===== src/rtl/sas_pkg.sv =====
// shared types, constants and helpers of the sprite animation sequencer
`timescale 1ns / 1ps
package sas_pkg;

    localparam int MAX_FRAMES  = 16;
    localparam int FRAME_W     = 4;
    localparam int CNT_W       = 5;
    localparam int STEP_W      = CNT_W;
    localparam int STEP_DEPTH  = 2 * MAX_FRAMES;
    localparam int DUR_W       = 16;
    localparam int EVT_W       = 4;
    localparam int START_W     = 21;
    localparam int SPEED_SHIFT = 8;
    localparam int CYC_W       = START_W + SPEED_SHIFT;
    localparam int PLAY_W      = 30;
    localparam int TIME_W      = 40;
    localparam int PROD_W      = 32;
    localparam int DIVD_W      = TIME_W - SPEED_SHIFT;
    localparam int FIRE_W      = 6;
    localparam int MAX_FIRED   = 63;
    localparam int CFG_W       = 16;

    typedef enum logic [1:0] {
        KIND_LOAD    = 2'd0,
        KIND_RESTART = 2'd1,
        KIND_SETTIME = 2'd2,
        KIND_ADVANCE = 2'd3
    } t_kind;

    localparam logic [1:0] MODE_ONCE = 2'd0;
    localparam logic [1:0] MODE_LOOP = 2'd1;
    localparam logic [1:0] MODE_PING = 2'd2;

    localparam logic [1:0] CFG_MODE   = 2'd0;
    localparam logic [1:0] CFG_FRAMES = 2'd1;
    localparam logic [1:0] CFG_SPEED  = 2'd2;

    typedef struct packed {
        logic accept;
        logic load_wr;
        logic restart_init;
        logic build_step;
        logic do_add;
        logic play_clamp;
        logic mod_start;
        logic play_mod;
        logic srch_rd;
        logic s_inc;
        logic srch_fin;
        logic walk_init;
        logic step_adv;
        logic set_ovf;
        logic latch_fire;
        logic out_event;
        logic out_final;
    } t_cmd;

    typedef struct packed {
        t_kind kind;
        logic  once;
        logic  build_last;
        logic  mod_done;
        logic  srch_end;
        logic  srch_hit;
        logic  walk_ok;
        logic  stop_t;
        logic  fire;
        logic  full;
        logic  adv_stop;
        logic  out_free;
    } t_status;

    // steps past the last frame walk back down in ping-pong order
    function automatic logic [FRAME_W-1:0] frame_of_step(input logic [STEP_W-1:0] s,
                                                         input logic [CNT_W-1:0] frames);
        logic [STEP_W:0] refl;
        refl = {frames, 1'b0} - (STEP_W + 1)'(2) - {1'b0, s};
        if (s < frames) begin
            return s[FRAME_W-1:0];
        end
        return refl[FRAME_W-1:0];
    endfunction

endpackage


===== src/rtl/sas_ram.sv =====
// generic single write port ram with registered read
`timescale 1ns / 1ps
module sas_ram #(
    parameter int WIDTH = 8,
    parameter int DEPTH = 16
) (
    input  logic                     i_clk,
    input  logic                     i_we,
    input  logic [$clog2(DEPTH)-1:0] i_waddr,
    input  logic [WIDTH-1:0]         i_wdata,
    input  logic [$clog2(DEPTH)-1:0] i_raddr,
    output logic [WIDTH-1:0]         o_rdata
);
    logic [WIDTH-1:0] r_mem [DEPTH];
    logic [WIDTH-1:0] r_rdata;

    always_ff @(posedge i_clk) begin
        if (i_we) begin
            r_mem[i_waddr] <= i_wdata;
        end
        r_rdata <= r_mem[i_raddr];
    end

    assign o_rdata = r_rdata;
endmodule


===== src/rtl/sas_mod.sv =====
// iterative remainder unit, one dividend bit per cycle
`timescale 1ns / 1ps
module sas_mod (
    input  logic                       i_clk,
    input  logic                       i_rst_n,
    input  logic                       i_start,
    input  logic [sas_pkg::DIVD_W-1:0] i_dividend,
    input  logic [sas_pkg::START_W-1:0] i_divisor,
    output logic                       o_done,
    output logic [sas_pkg::START_W-1:0] o_rem
);
    import sas_pkg::*;

    localparam int CNT_BITS = $clog2(DIVD_W);

    logic                r_busy;
    logic                r_done;
    logic [CNT_BITS-1:0] r_cnt;
    logic [DIVD_W-1:0]   r_num;
    logic [START_W-1:0]  r_rem;
    logic [START_W-1:0]  r_div;
    logic [START_W:0]    trial;
    logic [START_W:0]    diff;

    always_comb begin
        trial = {r_rem, r_num[DIVD_W-1]};
        diff  = trial - {1'b0, r_div};
    end

    always_ff @(posedge i_clk) begin
        if (!i_rst_n) begin
            r_busy <= 1'b0;
            r_done <= 1'b0;
            r_cnt  <= '0;
        end else begin
            r_done <= 1'b0;
            if (i_start) begin
                r_busy <= 1'b1;
                r_cnt  <= '0;
            end else if (r_busy) begin
                r_cnt <= r_cnt + CNT_BITS'(1);
                if (r_cnt == CNT_BITS'(DIVD_W - 1)) begin
                    r_busy <= 1'b0;
                    r_done <= 1'b1;
                end
            end
        end
    end

    always_ff @(posedge i_clk) begin
        if (i_start) begin
            r_num <= i_dividend;
            r_rem <= '0;
            r_div <= i_divisor;
        end else if (r_busy) begin
            r_num <= {r_num[DIVD_W-2:0], 1'b0};
            if (trial >= {1'b0, r_div}) begin
                r_rem <= diff[START_W-1:0];
            end else begin
                r_rem <= trial[START_W-1:0];
            end
        end
    end

    assign o_done = r_done;
    assign o_rem  = r_rem;
endmodule


===== src/rtl/sas_ctrl.sv =====
// sequencer state machine: decodes transactions and steps the datapath
`timescale 1ns / 1ps
module sas_ctrl (
    input  logic              i_clk,
    input  logic              i_rst_n,
    input  logic              i_in_valid,
    output logic              o_in_stall,
    input  sas_pkg::t_status  i_st,
    output sas_pkg::t_cmd     o_cmd
);
    import sas_pkg::*;

    typedef enum logic [12:0] {
        ST_IDLE     = 13'b0000000000001,
        ST_DECODE   = 13'b0000000000010,
        ST_BUILD    = 13'b0000000000100,
        ST_ADD      = 13'b0000000001000,
        ST_REDUCE   = 13'b0000000010000,
        ST_MODW     = 13'b0000000100000,
        ST_SRCH_RD  = 13'b0000001000000,
        ST_SRCH_CMP = 13'b0000010000000,
        ST_SRCH_FIN = 13'b0000100000000,
        ST_WALK_RD  = 13'b0001000000000,
        ST_WALK_CMP = 13'b0010000000000,
        ST_EMIT     = 13'b0100000000000,
        ST_FIN      = 13'b1000000000000
    } t_state;

    t_state r_state;
    t_state n_state;
    logic   walk_adv;

    always_comb begin
        n_state  = r_state;
        o_cmd    = '0;
        walk_adv = 1'b0;
        unique case (r_state)
            ST_IDLE: begin
                if (i_in_valid) begin
                    o_cmd.accept = 1'b1;
                    n_state      = ST_DECODE;
                end
            end
            ST_DECODE: begin
                unique case (i_st.kind)
                    KIND_LOAD: begin
                        o_cmd.load_wr = 1'b1;
                        n_state       = ST_FIN;
                    end
                    KIND_RESTART: begin
                        o_cmd.restart_init = 1'b1;
                        n_state            = ST_BUILD;
                    end
                    KIND_SETTIME: n_state = ST_REDUCE;
                    KIND_ADVANCE: n_state = ST_ADD;
                    default:      n_state = ST_FIN;
                endcase
            end
            ST_BUILD: begin
                o_cmd.build_step = 1'b1;
                if (i_st.build_last) begin
                    n_state = ST_FIN;
                end
            end
            ST_ADD: begin
                o_cmd.do_add = 1'b1;
                n_state      = ST_REDUCE;
            end
            ST_REDUCE: begin
                if (i_st.once) begin
                    o_cmd.play_clamp = 1'b1;
                    n_state          = ST_SRCH_RD;
                end else begin
                    o_cmd.mod_start = 1'b1;
                    n_state         = ST_MODW;
                end
            end
            ST_MODW: begin
                if (i_st.mod_done) begin
                    o_cmd.play_mod = 1'b1;
                    n_state        = ST_SRCH_RD;
                end
            end
            ST_SRCH_RD: begin
                o_cmd.srch_rd = 1'b1;
                n_state       = i_st.srch_end ? ST_SRCH_FIN : ST_SRCH_CMP;
            end
            ST_SRCH_CMP: begin
                if (i_st.srch_hit) begin
                    o_cmd.s_inc = 1'b1;
                    n_state     = ST_SRCH_RD;
                end else begin
                    n_state = ST_SRCH_FIN;
                end
            end
            ST_SRCH_FIN: begin
                o_cmd.srch_fin = 1'b1;
                if (i_st.kind == KIND_ADVANCE && i_st.walk_ok) begin
                    o_cmd.walk_init = 1'b1;
                    n_state         = ST_WALK_RD;
                end else begin
                    n_state = ST_FIN;
                end
            end
            ST_WALK_RD: n_state = ST_WALK_CMP;
            ST_WALK_CMP: begin
                priority if (i_st.stop_t) begin
                    n_state = ST_FIN;
                end else if (i_st.fire && i_st.full) begin
                    o_cmd.set_ovf = 1'b1;
                    n_state       = ST_FIN;
                end else if (i_st.fire) begin
                    o_cmd.latch_fire = 1'b1;
                    n_state          = ST_EMIT;
                end else begin
                    walk_adv = 1'b1;
                end
            end
            ST_EMIT: begin
                if (i_st.out_free) begin
                    o_cmd.out_event = 1'b1;
                    walk_adv        = 1'b1;
                end
            end
            ST_FIN: begin
                if (i_st.out_free) begin
                    o_cmd.out_final = 1'b1;
                    n_state         = ST_IDLE;
                end
            end
            default: n_state = ST_IDLE;
        endcase
        // move to the next step, or stop once the walk leaves the interval
        if (walk_adv) begin
            o_cmd.step_adv = 1'b1;
            n_state        = i_st.adv_stop ? ST_FIN : ST_WALK_RD;
        end
    end

    always_ff @(posedge i_clk) begin
        if (!i_rst_n) begin
            r_state <= ST_IDLE;
        end else begin
            r_state <= n_state;
        end
    end

    assign o_in_stall = (r_state != ST_IDLE);
endmodule


===== src/rtl/sas_dp.sv =====
// datapath: frame tables, step start ram, play position and result register
`timescale 1ns / 1ps
module sas_dp (
    input  logic                        i_clk,
    input  logic                        i_rst_n,
    input  logic                        i_cfg_we,
    input  logic [1:0]                  i_cfg_idx,
    input  logic [sas_pkg::CFG_W-1:0]   i_cfg_data,
    input  logic [1:0]                  i_kind,
    input  logic [3:0]                  i_frame_slot,
    input  logic [15:0]                 i_frame_ticks,
    input  logic [3:0]                  i_frame_events,
    input  logic [39:0]                 i_time_value,
    input  logic [15:0]                 i_tick_count,
    input  logic                        i_out_stall,
    input  sas_pkg::t_cmd               i_cmd,
    output sas_pkg::t_status            o_st,
    output logic                        o_out_valid,
    output logic [3:0]                  o_shown_frame,
    output logic                        o_done_res,
    output logic                        o_event_valid,
    output logic [3:0]                  o_fired_frame,
    output logic [3:0]                  o_fired_events,
    output logic                        o_event_overflow,
    output logic                        o_last
);
    import sas_pkg::*;

    // configuration
    logic [1:0]         r_mode;
    logic [CNT_W-1:0]   r_frames_cfg;
    logic [CFG_W-1:0]   r_speed;
    // frame tables
    logic [DUR_W-1:0]   r_dur [MAX_FRAMES];
    logic [EVT_W-1:0]   r_evt [MAX_FRAMES];
    // captured transaction
    t_kind              r_kind;
    logic [FRAME_W-1:0] r_slot;
    logic [DUR_W-1:0]   r_fticks;
    logic [EVT_W-1:0]   r_fevents;
    logic [TIME_W-1:0]  r_t;
    logic [PROD_W-1:0]  r_prod;
    // play state
    logic [1:0]         r_lat_mode;
    logic [CNT_W-1:0]   r_lat_frames;
    logic [STEP_W-1:0]  r_num_steps;
    logic [START_W-1:0] r_cycle;
    logic [PLAY_W-1:0]  r_play;
    logic               r_started;
    logic [FRAME_W-1:0] r_shown;
    logic               r_done;
    // walk state
    logic [STEP_W-1:0]  r_s;
    logic [START_W-1:0] r_acc;
    logic [PLAY_W-1:0]  r_prev;
    logic               r_incl;
    logic [TIME_W-1:0]  r_cs;
    logic [FIRE_W-1:0]  r_n;
    logic               r_ovf;
    logic [FRAME_W-1:0] r_ff;
    logic [EVT_W-1:0]   r_fe;
    // result register
    logic               r_ov;
    logic [FRAME_W-1:0] r_o_shown;
    logic               r_o_done;
    logic               r_o_ev;
    logic [FRAME_W-1:0] r_o_ff;
    logic [EVT_W-1:0]   r_o_fe;
    logic               r_o_ovf;
    logic               r_o_last;

    logic [START_W-1:0] ram_rd;
    logic [STEP_W-1:0]  ram_raddr;
    logic [START_W-1:0] mod_rem;
    logic               mod_done;

    logic [CYC_W-1:0]   cyc;
    logic [TIME_W-1:0]  cyc40;
    logic               once;
    logic [CNT_W-1:0]   fc_clamp;
    logic [1:0]         mode_lat;
    logic [STEP_W-1:0]  steps_lat;
    logic [FRAME_W-1:0] build_f;
    logic [START_W-1:0] acc_next;
    logic               build_last;
    logic [TIME_W-1:0]  add_sum;
    logic               at_end;
    logic [PLAY_W-9:0]  tick_pos;
    logic               srch_end;
    logic               any_evt;
    logic [TIME_W-1:0]  st_time;
    logic [TIME_W-1:0]  prev40;
    logic [TIME_W-1:0]  cs_next;
    logic [FRAME_W-1:0] cur_f;
    logic [EVT_W-1:0]   cur_m;
    logic               early;
    logic               wrap;
    logic [STEP_W-1:0]  s_next;
    logic [STEP_W-1:0]  end_step;

    always_comb begin
        cyc   = {r_cycle, {SPEED_SHIFT{1'b0}}};
        cyc40 = TIME_W'(cyc);
        once  = (r_lat_mode == MODE_ONCE);

        priority if (r_frames_cfg == '0) begin
            fc_clamp = CNT_W'(1);
        end else if (r_frames_cfg > CNT_W'(MAX_FRAMES)) begin
            fc_clamp = CNT_W'(MAX_FRAMES);
        end else begin
            fc_clamp = r_frames_cfg;
        end
        mode_lat  = (r_mode == MODE_ONCE || r_mode == MODE_PING) ? r_mode : MODE_LOOP;
        steps_lat = (mode_lat == MODE_PING && fc_clamp > CNT_W'(1))
                    ? STEP_W'({fc_clamp, 1'b0} - (CNT_W + 1)'(2)) : fc_clamp;

        build_f    = frame_of_step(r_s, r_lat_frames);
        acc_next   = r_acc + START_W'(r_dur[build_f]);
        s_next     = r_s + STEP_W'(1);
        build_last = (s_next == r_num_steps);

        add_sum = TIME_W'(r_play) + TIME_W'(r_prod);
        if (once && add_sum > cyc40) begin
            add_sum = cyc40;
        end

        at_end   = once && (r_play >= PLAY_W'(cyc));
        tick_pos = r_play[PLAY_W-1:SPEED_SHIFT];
        srch_end = at_end || (s_next >= r_num_steps);
        end_step = at_end ? (r_num_steps - STEP_W'(1)) : r_s;

        any_evt = 1'b0;
        for (int f = 0; f < MAX_FRAMES; f++) begin
            if (CNT_W'(f) < r_lat_frames && r_evt[f] != '0) begin
                any_evt = 1'b1;
            end
        end

        st_time = r_cs + TIME_W'({ram_rd, {SPEED_SHIFT{1'b0}}});
        prev40  = TIME_W'(r_prev);
        early   = (st_time < prev40) || (st_time == prev40 && !r_incl);
        cur_f   = frame_of_step(r_s, r_lat_frames);
        cur_m   = r_evt[cur_f];
        cs_next = r_cs + cyc40;
        wrap    = build_last;

        ram_raddr = i_cmd.srch_rd ? s_next : r_s;

        o_st.kind       = r_kind;
        o_st.once       = once;
        o_st.build_last = build_last;
        o_st.mod_done   = mod_done;
        o_st.srch_end   = srch_end;
        o_st.srch_hit   = ({1'b0, ram_rd} <= tick_pos);
        o_st.walk_ok    = any_evt && !(once && r_prev >= PLAY_W'(cyc));
        o_st.stop_t     = (st_time > r_t);
        o_st.fire       = !early && (cur_m != '0);
        o_st.full       = (r_n >= FIRE_W'(MAX_FIRED));
        o_st.adv_stop   = wrap && (once || cs_next > r_t);
        o_st.out_free   = !r_ov || !i_out_stall;
    end

    sas_ram #(
        .WIDTH (START_W),
        .DEPTH (STEP_DEPTH)
    ) u_step_ram (
        .i_clk   (i_clk),
        .i_we    (i_cmd.build_step),
        .i_waddr (r_s),
        .i_wdata (r_acc),
        .i_raddr (ram_raddr),
        .o_rdata (ram_rd)
    );

    sas_mod u_mod (
        .i_clk      (i_clk),
        .i_rst_n    (i_rst_n),
        .i_start    (i_cmd.mod_start),
        .i_dividend (r_t[TIME_W-1:SPEED_SHIFT]),
        .i_divisor  (r_cycle),
        .o_done     (mod_done),
        .o_rem      (mod_rem)
    );

    // control and architectural state
    always_ff @(posedge i_clk) begin
        if (!i_rst_n) begin
            r_mode       <= MODE_LOOP;
            r_frames_cfg <= CNT_W'(1);
            r_speed      <= CFG_W'(256);
            for (int i = 0; i < MAX_FRAMES; i++) begin
                r_dur[i] <= DUR_W'(1);
                r_evt[i] <= '0;
            end
            r_lat_mode   <= MODE_LOOP;
            r_lat_frames <= CNT_W'(1);
            r_num_steps  <= STEP_W'(1);
            r_cycle      <= START_W'(1);
            r_play       <= '0;
            r_started    <= 1'b0;
            r_shown      <= '0;
            r_done       <= 1'b0;
            r_ovf        <= 1'b0;
            r_n          <= '0;
            r_ov         <= 1'b0;
        end else begin
            if (i_cfg_we) begin
                unique case (i_cfg_idx)
                    CFG_MODE:   r_mode       <= i_cfg_data[1:0];
                    CFG_FRAMES: r_frames_cfg <= i_cfg_data[CNT_W-1:0];
                    CFG_SPEED:  r_speed      <= i_cfg_data;
                    default:    ;
                endcase
            end
            if (i_cmd.accept) begin
                r_ovf <= 1'b0;
            end
            if (i_cmd.load_wr) begin
                r_dur[r_slot] <= (r_fticks == '0) ? DUR_W'(1) : r_fticks;
                r_evt[r_slot] <= r_fevents;
            end
            if (i_cmd.restart_init) begin
                r_lat_mode   <= mode_lat;
                r_lat_frames <= fc_clamp;
                r_num_steps  <= steps_lat;
            end
            if (i_cmd.build_step && build_last) begin
                r_cycle   <= acc_next;
                r_play    <= '0;
                r_started <= 1'b0;
                r_shown   <= '0;
                r_done    <= 1'b0;
            end
            if (i_cmd.play_clamp) begin
                r_play    <= (r_t < cyc40) ? r_t[PLAY_W-1:0] : PLAY_W'(cyc);
                r_started <= 1'b1;
            end
            if (i_cmd.mod_start) begin
                r_started <= 1'b1;
            end
            if (i_cmd.play_mod) begin
                r_play <= PLAY_W'({mod_rem, r_t[SPEED_SHIFT-1:0]});
            end
            if (i_cmd.srch_fin) begin
                r_shown <= frame_of_step(end_step, r_lat_frames);
                r_done  <= at_end;
            end
            if (i_cmd.walk_init) begin
                r_n <= '0;
            end
            if (i_cmd.set_ovf) begin
                r_ovf <= 1'b1;
            end
            if (i_cmd.out_event) begin
                r_n <= r_n + FIRE_W'(1);
            end
            if (i_cmd.out_event || i_cmd.out_final) begin
                r_ov <= 1'b1;
            end else if (!i_out_stall) begin
                r_ov <= 1'b0;
            end
        end
    end

    // working registers and result payload
    always_ff @(posedge i_clk) begin
        if (i_cmd.accept) begin
            r_kind    <= t_kind'(i_kind);
            r_slot    <= i_frame_slot;
            r_fticks  <= i_frame_ticks;
            r_fevents <= i_frame_events;
            r_t       <= i_time_value;
            r_prod    <= PROD_W'({16'b0, i_tick_count} * {16'b0, r_speed});
        end
        if (i_cmd.restart_init) begin
            r_s   <= '0;
            r_acc <= '0;
        end
        if (i_cmd.build_step) begin
            r_s   <= s_next;
            r_acc <= acc_next;
        end
        if (i_cmd.do_add) begin
            r_t    <= add_sum;
            r_prev <= r_play;
            r_incl <= !r_started;
        end
        if (i_cmd.play_clamp || i_cmd.play_mod) begin
            r_s <= '0;
        end
        if (i_cmd.s_inc) begin
            r_s <= s_next;
        end
        if (i_cmd.walk_init) begin
            r_s  <= '0;
            r_cs <= '0;
        end
        if (i_cmd.latch_fire) begin
            r_ff <= cur_f;
            r_fe <= cur_m;
        end
        if (i_cmd.step_adv) begin
            if (wrap) begin
                r_s  <= '0;
                r_cs <= cs_next;
            end else begin
                r_s <= s_next;
            end
        end
        if (i_cmd.out_event) begin
            r_o_shown <= r_shown;
            r_o_done  <= r_done;
            r_o_ev    <= 1'b1;
            r_o_ff    <= r_ff;
            r_o_fe    <= r_fe;
            r_o_ovf   <= 1'b0;
            r_o_last  <= 1'b0;
        end else if (i_cmd.out_final) begin
            r_o_shown <= r_shown;
            r_o_done  <= r_done;
            r_o_ev    <= 1'b0;
            r_o_ff    <= '0;
            r_o_fe    <= '0;
            r_o_ovf   <= r_ovf;
            r_o_last  <= 1'b1;
        end
    end

    assign o_out_valid      = r_ov;
    assign o_shown_frame    = r_o_shown;
    assign o_done_res       = r_o_done;
    assign o_event_valid    = r_o_ev;
    assign o_fired_frame    = r_o_ff;
    assign o_fired_events   = r_o_fe;
    assign o_event_overflow = r_o_ovf;
    assign o_last           = r_o_last;
endmodule


===== src/rtl/sprite_animation_sequencer_core.sv =====
// top level of the sprite animation sequencer
//
//  channel | direction | handshake              | payload
//  in      | input     | i_in_valid / o_in_stall | kind, frame_slot, frame_ticks, frame_events,
//          |           |                        | time_value, tick_count
//  out     | output    | o_out_valid / i_out_stall | shown_frame, done_res, event_valid,
//          |           |                        | fired_frame, fired_events, event_overflow, last
//  cfg     | input     | i_cfg_we               | i_cfg_idx, i_cfg_data
//
// load writes one frame table slot; restart builds the step start table, one write per cycle
// set time and advance reduce the time with the bit-serial remainder unit in looping modes,
// then search the play position step by step; advance then walks the steps to emit events
// one transaction is worked on at a time; the final result may wait while the next is taken
// synchronous active-low reset returns tables, play state and handshakes to their idle values
// a stalled result register holds the walk until it drains
`timescale 1ns / 1ps
module sprite_animation_sequencer_core (
    input  logic        i_clk,
    input  logic        i_rst_n,
    input  logic        i_cfg_we,
    input  logic [1:0]  i_cfg_idx,
    input  logic [15:0] i_cfg_data,
    input  logic        i_in_valid,
    output logic        o_in_stall,
    input  logic [1:0]  i_kind,
    input  logic [3:0]  i_frame_slot,
    input  logic [15:0] i_frame_ticks,
    input  logic [3:0]  i_frame_events,
    input  logic [39:0] i_time_value,
    input  logic [15:0] i_tick_count,
    output logic        o_out_valid,
    input  logic        i_out_stall,
    output logic [3:0]  o_shown_frame,
    output logic        o_done_res,
    output logic        o_event_valid,
    output logic [3:0]  o_fired_frame,
    output logic [3:0]  o_fired_events,
    output logic        o_event_overflow,
    output logic        o_last
);
    import sas_pkg::*;

    t_cmd    cmd;
    t_status st;

    sas_ctrl u_ctrl (
        .i_clk      (i_clk),
        .i_rst_n    (i_rst_n),
        .i_in_valid (i_in_valid),
        .o_in_stall (o_in_stall),
        .i_st       (st),
        .o_cmd      (cmd)
    );

    sas_dp u_dp (
        .i_clk            (i_clk),
        .i_rst_n          (i_rst_n),
        .i_cfg_we         (i_cfg_we),
        .i_cfg_idx        (i_cfg_idx),
        .i_cfg_data       (i_cfg_data),
        .i_kind           (i_kind),
        .i_frame_slot     (i_frame_slot),
        .i_frame_ticks    (i_frame_ticks),
        .i_frame_events   (i_frame_events),
        .i_time_value     (i_time_value),
        .i_tick_count     (i_tick_count),
        .i_out_stall      (i_out_stall),
        .i_cmd            (cmd),
        .o_st             (st),
        .o_out_valid      (o_out_valid),
        .o_shown_frame    (o_shown_frame),
        .o_done_res       (o_done_res),
        .o_event_valid    (o_event_valid),
        .o_fired_frame    (o_fired_frame),
        .o_fired_events   (o_fired_events),
        .o_event_overflow (o_event_overflow),
        .o_last           (o_last)
    );
endmodule


===== config.mk =====
export PLATFORM = sky130hd
export DESIGN_NAME = sprite_animation_sequencer_core
export DESIGN_NICKNAME = d
export VERILOG_FILES = /design/src/rtl/sas_pkg.sv /design/src/rtl/sas_ram.sv /design/src/rtl/sas_mod.sv /design/src/rtl/sas_ctrl.sv /design/src/rtl/sas_dp.sv /design/src/rtl/sprite_animation_sequencer_core.sv
export SDC_FILE = /design/constraint.sdc
export NUM_CORES = 2
export LEC_CHECK = 0
export BUFFER_PORTS_ARGS = -buffer_cell sky130_fd_sc_hd__buf_2
export CORE_ASPECT_RATIO = 0.75
export CORE_MARGIN = 5
export CORE_UTILIZATION = 53
export DETAILED_ROUTE_END_ITERATION = 10
export HOLD_SLACK_MARGIN = 0.15
export PLACE_DENSITY_LB_ADDON = 0.15
export SETUP_SLACK_MARGIN = 0.3
export SLEW_MARGIN = 5
export SYNTH_ARGS = -nofsm -noshare
export SYNTH_HDL_FRONTEND = slang
export SYNTH_HIERARCHICAL = 1
export SYNTH_SLANG_ARGS = --single-unit
export TNS_END_PERCENT = 100

===== constraint.sdc =====
create_clock -name i_clk -period 8.34 [get_ports i_clk]
set_input_delay 0.834 -clock i_clk [delete_from_list [all_inputs] [get_ports i_clk]]
set_output_delay 0.834 -clock i_clk [all_outputs]
set_load 0.1 [all_outputs]

==> summary.md <==
| Metric | Value |
|---|---|
| Status | `finished clean` |
| Initial drt markers | `5431` |
| Max stage delay on crit path | `0.53 ns` |
| Crit path launch type | `flop` |
| Area Overhead vs Synth | `9.71%` |
| CP Capture Type | `flop` |
| Final setup skew | `0.0507 ns` |
| Post-Synth Simple-Gate Area | `0.118` |
| Via Count | `52200` |
| WP data required | `8.95 ns` |
| Top cell type's share of synthesized area | `0.469` |
| Residual DRC count | `0` |
| Largest family of logic cells by synthesized area | `adder cells` |
| Commonest cells in the netlist | `edfxtp_1, and2_1, nand2_1, inv_1, ha_1` |
| DR WL/cell | `25.4 um` |
| Peak VDD IR | `0.175 mV` |
| IO Count | `123` |
| Syn_nets | `7163` |
| F_max | `0.132 GHz` |
| Post-Synth Adder-Cell Area | `0.122` |
| Crit share post-route | `0.907` |
| # Post-CTS Setup Buffers | `0` |
| Starting Density | `0.533` |
| Slew Limit Fails | `0` |
| Most common cell in the netlist | `edfxtp_1` |
| CP Class | `reg -> reg` |
| H-tree depth | `4` |
| Post-synthesis sequential area ratio | `0.520` |
| Largest net degree at the start of global routing | `103` |
| Minimum clock period after layout | `7.57 ns` |
| Setup TNS | `0 ns` |
| Syn Inst Count | `6413` |
| Worst min path class | `in -> reg` |
| Post-synth EDFFs | `1229` |
| Cell types occupying the most area after synthesis | `edfxtp_1, ha_1, fa_1` |
| TritonCTS buffer count | `143` |
| Least-Margin Pin Slew | `1.30 ns` |
| Placed Cells | `8341` |
| XOR/XNOR Fraction of Synth Area | `0.0184` |
| Mean Syn Cell Area | `12.3 sq um` |
| CORE AREA | `0.147 sq mm` |
| GP Congestion | `0.991` |
| Mux share of post-synthesis cell area | `0.0824` |
| Deepest clock path buffer count | `3` |
| Clk sinks | `1426` |
| Max-cap violations | `0` |
| Hold Vio Cnt, Final | `0` |
| Slowest-stage cell, CP | `or4_1` |
| Vias in the first global route | `50400` |
| Vias per std cell | `6.06` |
| Reg-to-reg endpoint | `u_dp/r_cs[39]` |
| Hold EP | `u_dp/r_fticks[13]` |
| Full die area | `0.156 sq mm` |
| Share of layout cells above drive strength 1 | `0.111` |
| Initial antenna violation count | `10` |
| Max_slew headroom | `0.131` |
| Total Power Consumption | `16.4 mW` |
| Top_reg_cell synth | `edfxtp_1` |
| GRT Resource Usage Total | `0.279` |
| Worst hold margin | `0.217 ns` |
| Post-DP HPWL | `152000 um` |
| Cells resized by post-CTS repair | `0` |
| Nets | `7255` |
| FP Rows | `122` |
| Worst path most repeated cell | `a21o_1` |
| Clock Tree Root | `clkbuf_16` |
| Post-synth cell types | `110` |
| Routed Antenna Nets | `0` |
| Die H | `344 um` |
| Final cell count without fillers | `8609` |
| Port bufs | `122` |
| Seq cells post-synth | `1426` |
| Asr flop ratio synth | `0` |
| Skew-Pair Late Insertion Delay | `0.81 ns` |
| # setup viols final | `0` |
| Warnings from Yosys | `6` |
| Reg2reg path depth | `30` |
| Layout Utilization | `0.585` |
| Remaining global-route overflow | `0` |
| Hold path start | `i_frame_ticks[13]` |
| Worst hold stages | `1` |
| Cell taking the most area after synthesis | `edfxtp_1` |
| CTS tree | `built` |
| R2R Setup Slk | `0.77 ns` |
| Synthesized cell area | `0.0786 sq mm` |
| Worst r2r src | `u_dp/r_cs[8]` |
| Critical Path Fanout Max | `28` |
| RSZ-0062 raised after global routing | `false` |
| First-pass GRT wire length | `327000 um` |
| Hold-fix buffers, CTS | `0` |
| Power Density | `190 mW/mm^2` |
| Compound-cell area share of the yosys netlist | `0.0976` |
| Routed WL | `219000 um` |
| Pre-antenna DRT Iters | `6` |
| Leakage Power | `34.9 nW` |
| Die X | `455 um` |
| Critical path arrival | `8.17 ns` |
| Clk pin slew, worst setup/hold paths | `0.06 ns` |
==> layout by cell type, fill, tap and decap left out, drive strengths merged, types with 96 or more instances in the layout <==
cell type,synthesis,routed
fa,201,201
ha,444,444
a21oi,233,233
mux2i,392,392
mux4,96,96
edfxtp,1229,1229
inv,460,465
buf,89,265
nor2,248,248
o21ai,152,152
clkbuf,229,182
dfxtp,197,197
a21o,133,133
xnor2,107,107
a22oi,107,107
nand2,489,489
and2,496,496
==> power breakdown <==
group	switching (mW)	total (mW)	internal (mW)
registers	0.216	8.13	7.91
clock network	2.85	6.36	3.51
logic	1.19	1.91	0.718
total	4.25	16.4	12.1
==> per-layer routing <==
metal	vias up	GRT usage	routed length, um
li1	23600	-	-
met1	26100	0.440	102000
met2	2186	0.396	92000
met3	270	0.0541	20200
met4	0	0.0688	4710
met5	-	0	0
==> registers in the layout, indices dropped and copies added (netlist names), 30 cells and up <==
register / count
u_dp/r_dur: 256
u_dp/u_mod/r_num: 32
u_dp/r_evt: 64
u_dp/r_t: 40
u_dp/u_step_ram/r_mem: 672
u_dp/r_cs: 40
u_dp/r_prod: 32
u_dp/r_prev: 30
u_dp/r_play: 30
==> critical path: cells and delay by family, from the launching register on <==
family | cells | cell delay (ns)
DFF | 1 | 0.33
xor gates and xnor gates | 1 | 0.20
adders and majority gates | 3 | 0.98
AOI/OAI and AO/OA | 18 | 3.87
and+or+nand+nor | 6 | 1.53
buffers and inverters | 2 | 0.50
==> cell type report <==
class | count | area (sq um)
antenna | 2 | 5.00
clock buffer | 182 | 3780
clock inverter | 81 | 846
fill | 12100 | 61200
inverter | 462 | 1730
multi-input combinational | 4207 | 34800
sequential | 1426 | 40800
tap | 1984 | 2480
timing repair buffer | 265 | 1780
==> worst max-delay path by stage <==
stage / from / end / slack, ns / depth (start not counted)
after floorplan: i_tick_count[0] / u_dp/r_prod[31] / 1.70 / 22
after global routing: u_dp/r_cs[8] / u_dp/r_cs[39] / 0.38 / 30
after CTS: u_dp/r_cs[8] / u_dp/r_cs[39] / 0.95 / 30
after global placement: u_dp/r_cs[8] / u_dp/r_cs[33] / 1.19 / 26
after detailed placement: u_dp/r_cs[8] / u_dp/r_cs[37] / 1.01 / 30
final: u_dp/r_cs[8] / u_dp/r_cs[39] / 0.77 / 30
==> kinds of logic after synthesis <==
group / Yosys count
compound gates: 1101
xor+xnor: 165
fa+ha+maj: 645
buf+inv: 780
flops: 1426
mux: 521
simple gates: 1775
==> metrics by stage <==
step                      area (sq um)  worst slack, ns
after detailed placement         81600             1.01
after global routing             86200            0.384
after CTS                        86200            0.949
after floorplan                  78600             1.70
final                            86200            0.774
after global placement           81600             1.19
(Power assumes the default switching activity.)
